$ cat src/design/dadw_pkg.sv
// Types, constants and calendar functions for the date-plus-days unit.
// Used by the controller, the datapath and the top level.
`default_nettype none
package dadw_pkg;

	localparam int unsigned YEAR_W = 17;
	localparam int unsigned REST_W = 21;
	localparam int unsigned STEP_W = 2;
	localparam logic [STEP_W-1:0] STEP_FOLD_WIDE = 2'd2;
	localparam logic [STEP_W-1:0] STEP_FOLD_NARROW = 2'd1;
	localparam logic [STEP_W-1:0] STEP_LAST = 2'd0;
	localparam logic [10:0] CYCLE_RECIP = 11'd1311;
	localparam logic [3:0] MONTH_JAN = 4'd1;
	localparam logic [3:0] MONTH_DEC = 4'd12;
	localparam logic [15:0] CYCLE_LAST = 16'd399;
	localparam logic [15:0] CENTURY = 16'd100;
	localparam logic [REST_W-1:0] WEEK_DAYS = 21'd7;
	localparam logic [REST_W-1:0] YEAR_DAYS = 21'd365;
	localparam logic [REST_W-1:0] LEAP_YEAR_DAYS = 21'd366;
	localparam logic [REST_W-1:0] DEC_LAST_DAY = 21'd31;

	typedef struct packed {
		logic [15:0] start_year;
		logic [3:0]  start_month;
		logic [4:0]  start_day;
		logic [2:0]  start_weekday;
		logic [19:0] days_to_add;
	} in_t;

	typedef struct packed {
		logic [15:0] end_year;
		logic [3:0]  end_month;
		logic [4:0]  end_day;
		logic [2:0]  end_weekday;
	} out_t;

	typedef enum logic [2:0] {
		ST_IDLE,
		ST_REDUCE,
		ST_FOLD,
		ST_YEAR,
		ST_MONTH,
		ST_FINISH
	} state_t;

	typedef struct packed {
		logic load;
		logic reduce;
		logic fold;
		logic year_step;
		logic fix_zero;
		logic month_step;
		logic emit;
	} cmd_t;

	typedef struct packed {
		logic reduce_last;
		logic year_more;
		logic rest_zero;
		logic month_more;
		logic out_busy;
	} sts_t;

	function automatic logic [4:0] month_len(input logic leap, input logic [3:0] mo);
		logic [4:0] len;
		case (mo)
			4'd2: len = leap ? 5'd29 : 5'd28;
			4'd4, 4'd6, 4'd9, 4'd11: len = 5'd30;
			default: len = 5'd31;
		endcase
		return len;
	endfunction

	function automatic logic [8:0] days_before(input logic leap, input logic [3:0] mo);
		logic [8:0] base;
		case (mo)
			4'd1: base = 9'd0;
			4'd2: base = 9'd31;
			4'd3: base = 9'd59;
			4'd4: base = 9'd90;
			4'd5: base = 9'd120;
			4'd6: base = 9'd151;
			4'd7: base = 9'd181;
			4'd8: base = 9'd212;
			4'd9: base = 9'd243;
			4'd10: base = 9'd273;
			4'd11: base = 9'd304;
			4'd12: base = 9'd334;
			default: base = 9'd0;
		endcase
		return base + ((leap && mo > 4'd2) ? 9'd1 : 9'd0);
	endfunction

	function automatic logic leap_of_cycle(input logic [15:0] pos);
		return (pos[1:0] == 2'd0) && (pos != CENTURY) && (pos != 16'd200)
			&& (pos != 16'd300);
	endfunction

endpackage
`default_nettype wire

$ cat src/design/date_add_days_weekday_unit.sv
// A request is reduced, folded into a day count within its start year, stepped one
// whole year per cycle and then month by month, and its result is registered once
// the output is free.
// One request at a time; the unit is back in idle as soon as the result is
// registered, so the next is taken even while that result still waits at the output.
// Reset (arst_n low, asynchronous) returns to idle and drops any result.
`default_nettype none
module date_add_days_weekday_unit import dadw_pkg::*; (
	input  wire logic clk,
	input  wire logic arst_n,
	input  wire logic in_valid,
	output logic      in_stall,
	input  in_t       in_data,
	output logic      out_valid,
	input  wire logic out_stall,
	output out_t      out_data
);

	cmd_t cmd;
	sts_t sts;

	dadw_ctrl u_ctrl (
		.clk      (clk),
		.arst_n   (arst_n),
		.in_valid (in_valid),
		.in_stall (in_stall),
		.sts      (sts),
		.cmd      (cmd)
	);

	dadw_dpath u_dpath (
		.clk       (clk),
		.arst_n    (arst_n),
		.in_data   (in_data),
		.cmd       (cmd),
		.sts       (sts),
		.out_stall (out_stall),
		.out_valid (out_valid),
		.out_data  (out_data)
	);

endmodule
`default_nettype wire

$ cat src/design/dadw_ctrl.sv
// Controller state machine for the date-plus-days unit.
// Depends on dadw_pkg; drives commands into dadw_dpath and reads its status.
`default_nettype none
module dadw_ctrl import dadw_pkg::*; (
	input  wire logic clk,
	input  wire logic arst_n,
	input  wire logic in_valid,
	output logic      in_stall,
	input  sts_t      sts,
	output cmd_t      cmd
);

	state_t state_q, state_d;

	always_ff @(posedge clk or negedge arst_n) begin
		if (!arst_n) begin
			state_q <= ST_IDLE;
		end else begin
			state_q <= state_d;
		end
	end

	always_comb begin
		state_d = state_q;
		cmd = '0;
		in_stall = (state_q != ST_IDLE);
		case (state_q)
			ST_IDLE: begin
				if (in_valid) begin
					cmd.load = 1'b1;
					state_d = ST_REDUCE;
				end
			end
			ST_REDUCE: begin
				cmd.reduce = 1'b1;
				if (sts.reduce_last) state_d = ST_FOLD;
			end
			ST_FOLD: begin
				cmd.fold = 1'b1;
				state_d = ST_YEAR;
			end
			ST_YEAR: begin
				if (sts.year_more) begin
					cmd.year_step = 1'b1;
				end else if (sts.rest_zero) begin
					cmd.fix_zero = 1'b1;
					state_d = ST_FINISH;
				end else begin
					state_d = ST_MONTH;
				end
			end
			ST_MONTH: begin
				if (sts.month_more) cmd.month_step = 1'b1;
				else state_d = ST_FINISH;
			end
			ST_FINISH: begin
				if (!sts.out_busy) begin
					cmd.emit = 1'b1;
					state_d = ST_IDLE;
				end
			end
			default: state_d = ST_IDLE;
		endcase
	end

endmodule
`default_nettype wire

$ cat src/design/dadw_dpath.sv
// Datapath for the date-plus-days unit: mod-7 and mod-400 reduction,
// year and month stepping, and the result register. Depends on dadw_pkg.
`default_nettype none
module dadw_dpath import dadw_pkg::*; (
	input  wire logic clk,
	input  wire logic arst_n,
	input  in_t       in_data,
	input  cmd_t      cmd,
	output sts_t      sts,
	input  wire logic out_stall,
	output logic      out_valid,
	output out_t      out_data
);

	logic [YEAR_W-1:0] year_q;
	logic [15:0]       cyc_q;
	logic [7:0]        quo_q;
	logic [REST_W-1:0] rest_q;
	logic [REST_W-1:0] wk_q;
	logic [STEP_W-1:0] step_q;
	logic [3:0]        month_q;
	logic [4:0]        day_q;
	logic [19:0]       add_q;
	logic              out_valid_q;
	out_t              out_q;

	logic              leap;
	logic [REST_W-1:0] wk_fold;
	logic [22:0]       cyc_prod;
	logic [11:0]       quo_x25;
	logic [11:0]       cyc_sub;
	logic [REST_W-1:0] year_len;
	logic [REST_W-1:0] mon_len;
	logic [3:0]        mo_clamp;

	assign leap = leap_of_cycle(cyc_q);
	assign wk_fold = REST_W'(wk_q[2:0]) + REST_W'(wk_q[5:3]) + REST_W'(wk_q[8:6])
		+ REST_W'(wk_q[11:9]) + REST_W'(wk_q[14:12]) + REST_W'(wk_q[17:15])
		+ REST_W'(wk_q[20:18]);
	assign cyc_prod = cyc_q[15:4] * CYCLE_RECIP;
	assign quo_x25 = {quo_q, 4'b0} + {1'b0, quo_q, 3'b0} + {4'b0, quo_q};
	assign cyc_sub = cyc_q[15:4] - quo_x25;
	assign year_len = leap ? LEAP_YEAR_DAYS : YEAR_DAYS;
	assign mon_len = REST_W'(month_len(leap, month_q));
	assign mo_clamp = (in_data.start_month == 4'd0) ? MONTH_JAN :
		(in_data.start_month > MONTH_DEC) ? MONTH_DEC : in_data.start_month;

	assign sts.reduce_last = (step_q == STEP_LAST);
	assign sts.year_more = (rest_q >= year_len);
	assign sts.rest_zero = (rest_q == '0);
	assign sts.month_more = (month_q < MONTH_DEC) && (rest_q > mon_len);
	assign sts.out_busy = out_valid_q && out_stall;

	always_ff @(posedge clk) begin
		if (cmd.load) begin
			year_q <= {1'b0, in_data.start_year};
			cyc_q <= in_data.start_year;
			wk_q <= REST_W'(in_data.days_to_add) + REST_W'(in_data.start_weekday);
			step_q <= STEP_FOLD_WIDE;
			month_q <= mo_clamp;
			day_q <= in_data.start_day;
			add_q <= in_data.days_to_add;
		end
		if (cmd.reduce) begin
			case (step_q)
				STEP_FOLD_WIDE: begin
					wk_q <= wk_fold;
					quo_q <= cyc_prod[22:15];
				end
				STEP_FOLD_NARROW: begin
					wk_q <= wk_fold;
					cyc_q <= {7'd0, cyc_sub[4:0], cyc_q[3:0]};
				end
				default: begin
					if (wk_q >= WEEK_DAYS) wk_q <= wk_q - WEEK_DAYS;
				end
			endcase
			if (step_q != STEP_LAST) step_q <= step_q - 1'b1;
		end
		if (cmd.fold) begin
			rest_q <= REST_W'(add_q) + REST_W'(day_q) + REST_W'(days_before(leap, month_q));
			month_q <= MONTH_JAN;
		end
		if (cmd.year_step) begin
			rest_q <= rest_q - year_len;
			year_q <= year_q + 1'b1;
			cyc_q <= (cyc_q == CYCLE_LAST) ? '0 : cyc_q + 1'b1;
		end
		if (cmd.fix_zero) begin
			year_q <= year_q - 1'b1;
			month_q <= MONTH_DEC;
			rest_q <= DEC_LAST_DAY;
		end
		if (cmd.month_step) begin
			rest_q <= rest_q - mon_len;
			month_q <= month_q + 1'b1;
		end
		if (cmd.emit) begin
			out_q.end_year <= year_q[15:0];
			out_q.end_month <= month_q;
			out_q.end_day <= rest_q[4:0];
			out_q.end_weekday <= wk_q[2:0];
		end
	end

	always_ff @(posedge clk or negedge arst_n) begin
		if (!arst_n) begin
			out_valid_q <= 1'b0;
		end else if (cmd.emit) begin
			out_valid_q <= 1'b1;
		end else if (!out_stall) begin
			out_valid_q <= 1'b0;
		end
	end

	assign out_valid = out_valid_q;
	assign out_data = out_q;

endmodule
`default_nettype wire

$ cat config.mk
export PLATFORM = sky130hd
export DESIGN_NAME = date_add_days_weekday_unit
export DESIGN_NICKNAME = d
export VERILOG_FILES = /design/src/design/dadw_pkg.sv /design/src/design/date_add_days_weekday_unit.sv /design/src/design/dadw_ctrl.sv /design/src/design/dadw_dpath.sv
export SDC_FILE = /design/constraint.sdc
export NUM_CORES = 1
export LEC_CHECK = 0
export ABC_AREA = 0
export BUFFER_PORTS_ARGS = -buffer_cell sky130_fd_sc_hd__buf_2
export CAP_MARGIN = 25
export CORE_MARGIN = 1.5
export CORE_UTILIZATION = 55
export CTS_BUF_LIST = sky130_fd_sc_hd__clkbuf_8
export DETAILED_ROUTE_END_ITERATION = 10
export HOLD_SLACK_MARGIN = 0.15
export PLACE_DENSITY = 0.73
export SYNTH_ARGS = -nofsm -noshare
export SYNTH_HDL_FRONTEND = slang
export SYNTH_SLANG_ARGS = --single-unit
$ cat constraint.sdc
create_clock -name clk -period 6.8 [get_ports clk]
set_input_delay 1.36 -clock clk [delete_from_list [all_inputs] [get_ports clk]]
set_output_delay 1.36 -clock clk [all_outputs]
set_load 0.005 [all_outputs]
==> run summary <==
H-tree depth = 4
Die width = 155.7 µm
Largest net degree at the start of global routing = 59
Critical path cell sequence = fa_1, ha_1, inv_1, fa_1, fa_1, fa_1, inv_1, ha_1, a21o_1, a21oi_1, o311ai_0, a221oi_1, o21ai_0, a21oi_1, o21bai_1, xnor2_1
Dpl ws = 1212 ps
Total gr overflow = 0
Layout Nets = 1671
CTS Sinks = 151
Peak supply drop = 0.5029 mV
Delay-heaviest family, CP = adder cells
Worst-Margin Slew = 1057 ps
Total power = 2.550 mW
Fin cells = 1736
ANT cells = 0
Fmax = 178.6 MHz
Post-synth EDFFs = 103
CP max FO = 12
Final RePlAce weighted congestion = 0.9044
Area of the mapped netlist = 12830 µm²
Starting DRT DRC Count = 791
Clk slew on worst S/H paths = 100 ps
Synthesized flop and latch total = 151
IO Count = 82
Fin crit period = 5599 ps
Post-CTS setup buffers = 0
Reg2Reg Launch Point = u_dpath.cyc_q[9]
Max_slew headroom = 29.28%
Layout cell share with drive strength beyond 1 = 10.96%
Initial core utilization = 56.32%
Most frequent CP cell = fa_1
Dpl hpwl = 22970 µm
Post-synthesis sequential area ratio = 31.76%
First-pass GRT wire length = 49290 µm
Critical path endpoint category = register
DRC violations left = 0
Die area = 24250 µm²
Pins Over Slew Limit = 0
Gate Count Post-Synth = 1344
PwrDens = 183.5 nW/µm²
Core Footprint = 22780 µm²
Synthesized area per cell = 9.545 µm²
Predominant post-synthesis flop cell = edfxtp_1
Resized cells post-CTS = 0
Leak = 6.070 nW
Final WS setup = 1201 ps
Std-Cell Rows = 55
TritonCTS Buffers = 17
Setup crit start kind = register
Crit share post-route = 82.33%
Max_cap viols = 0
Final WL = 30030 µm
R2R cell count = 16
Yosys cell types = 84
Hold Path Cell Cnt = 0
Vias = 10180
Async SR Flop Fraction = 2.649%
CP startpoint = u_dpath.cyc_q[9]
Post-Syn Nets = 1605
Vias in the first global route = 9782
Reg-to-Reg End = u_dpath.quo_q[4]
Initial antenna violation count = 0
Fin. Hold Viols = 0
Final ANT Viol Nets = 0
Skew-Pair Late Insertion Delay = 460 ps
Number of vias per cell = 5.866
PortBufs = 81
Die Y = 155.7 µm
Synthesis-to-layout area growth = 8.358%
Gr usage total = 25.70%
Ys Warns = 0
Hold crit path type = register to register
Worst stage delay on the critical path = 730 ps
Clk_skew = 20.95 ps
Filler Cell Count = 1929
Root Driver = clkbuf_8
Setup Total Neg Slack = 0 ps
CTS Buffer Depth = 2
1st-pass router iterations = 8
Reg2reg setup slack = 1200 ps
Outcome = complete, no violations
Crit path buf inv count = 2
Worst EP required = 7010 ps
Setup violations, final = 0
Dpl cells = 1703
Worst EP arrival = 5810 ps
CTS tree = done
Hold endpoint = u_dpath.out_data[3]
CTS Hold Buffers Added = 0
Crit Path Category = register to register
WL per Instance = 17.30 µm
Slowest CP cell = dfxtp_1
RSZ-0062 raised after global routing = no
Hold Startpoint = u_dpath.rest_q[0]
==> synthesized netlist by cell type, drive strengths merged (29+ instances only) <==
library cell  instances  share of area (%)
xor2                 37                2.5
clkbuf               29               0.86
dfxtp                44                6.9
nor2                101                3.0
o21ai                65                2.6
inv                 147                4.3
xnor2                78                5.3
a21oi                67                2.6
fa                   64                 10
edfxtp              103                 24
nand2               112                3.3
o22ai                29                1.4
ha                  145                 14
==> layout by cell type, fill, tap and decap left out, types with 9 or more instances in the layout <==
| cell | instances |
|---|---|
| nor3b_1 | 11 |
| buf_4 | 14 |
| o221ai_1 | 12 |
| ha_1 | 145 |
| o22ai_1 | 29 |
| nand2_1 | 111 |
| xnor2_1 | 78 |
| nand2b_1 | 10 |
| a21o_1 | 11 |
| nor2_1 | 101 |
| fa_1 | 64 |
| inv_1 | 147 |
| xor2_1 | 37 |
| edfxtp_1 | 103 |
| dfxtp_1 | 44 |
| nor4_1 | 11 |
| and3_1 | 22 |
| nor3_1 | 20 |
| clkbuf_8 | 17 |
| nand4_1 | 9 |
| a21oi_1 | 67 |
| o21ai_0 | 61 |
| nand3_1 | 26 |
| a221o_1 | 13 |
| buf_2 | 81 |
==> kinds of logic after synthesis <==
family	after synthesis	synth area share, %
AO/OA/AOI/OAI	287	14.94
XOR/XNOR	115	7.851
adder cells (fa/ha/maj)	209	24.13
buffers and inverters	197	6.105
flip-flops	151	31.76
multiplexers	9	0.7120
AND/OR/NAND/NOR	376	14.50
==> per-layer routing <==
metal  GRT usage, %  vias to the layer above  share of wire (%)
met1          36.87                     4918                 46
met3          3.472                       37                6.1
met5              0                        -                  0
met2          40.48                      351                 46
met4          7.891                        0                1.7
li1               -                     4878                  -
==> registers in the layout, indices dropped and copies added, names as in the netlist, named ones only <==
name and cells:
u_dpath.add_q 20, u_dpath.year_q 16, u_dpath.rest_q 21, u_dpath.day_q 5, u_dpath.step_q 2, u_dpath.out_valid 1, u_dpath.out_data 28, u_dpath.month_q 4
u_dpath.wk_q 21, u_dpath.quo_q 5, u_dpath.cyc_q 16, u_ctrl.state_q 3
==> power breakdown <==
group / total, mW / switching, mW / internal, mW / leakage [nW]
registers: 1.10 / 0.0764 / 1.02 / 1.40
clock network: 0.688 / 0.392 / 0.296 / 0.187
logic: 0.763 / 0.425 / 0.338 / 4.48
==> per-stage QoR <==
step	util (%)	hold slack (ps)	cell area (µm²)
after global routing	61.03	539.2	13900
final	61.03	509.7	13900
after global placement	59.37	473.9	13520
after detailed placement	59.37	481.5	13520
after floorplan	-	420.6	12830
after CTS	61.01	513.6	13900
==> cell type report <==
class / count / area, µm² / share of cell area [%]
multi-input cells: 996 / 7991 / 57.49
clock buffers: 17 / 234.0 / 1.683
repair buffers: 96 / 515.5 / 3.708
flip-flops and latches: 151 / 4074 / 29.31
clock inverters: 15 / 138.9 / 0.9991
inverters: 148 / 555.5 / 3.996
well taps: 313 / 391.6 / 2.817
==> worst max path at each step <==
stage                               endpoint  slack [ps]  cells after the start
after CTS                   u_dpath.quo_q[4]        1210                     16
after global placement      u_dpath.quo_q[4]        1410                     16
after detailed placement    u_dpath.quo_q[4]        1210                     16
after global routing      u_dpath.rest_q[13]         910                     22
final                       u_dpath.quo_q[4]        1200                     16
after floorplan             u_dpath.quo_q[4]        1960                     16
Power figures use the tool's default switching activity.
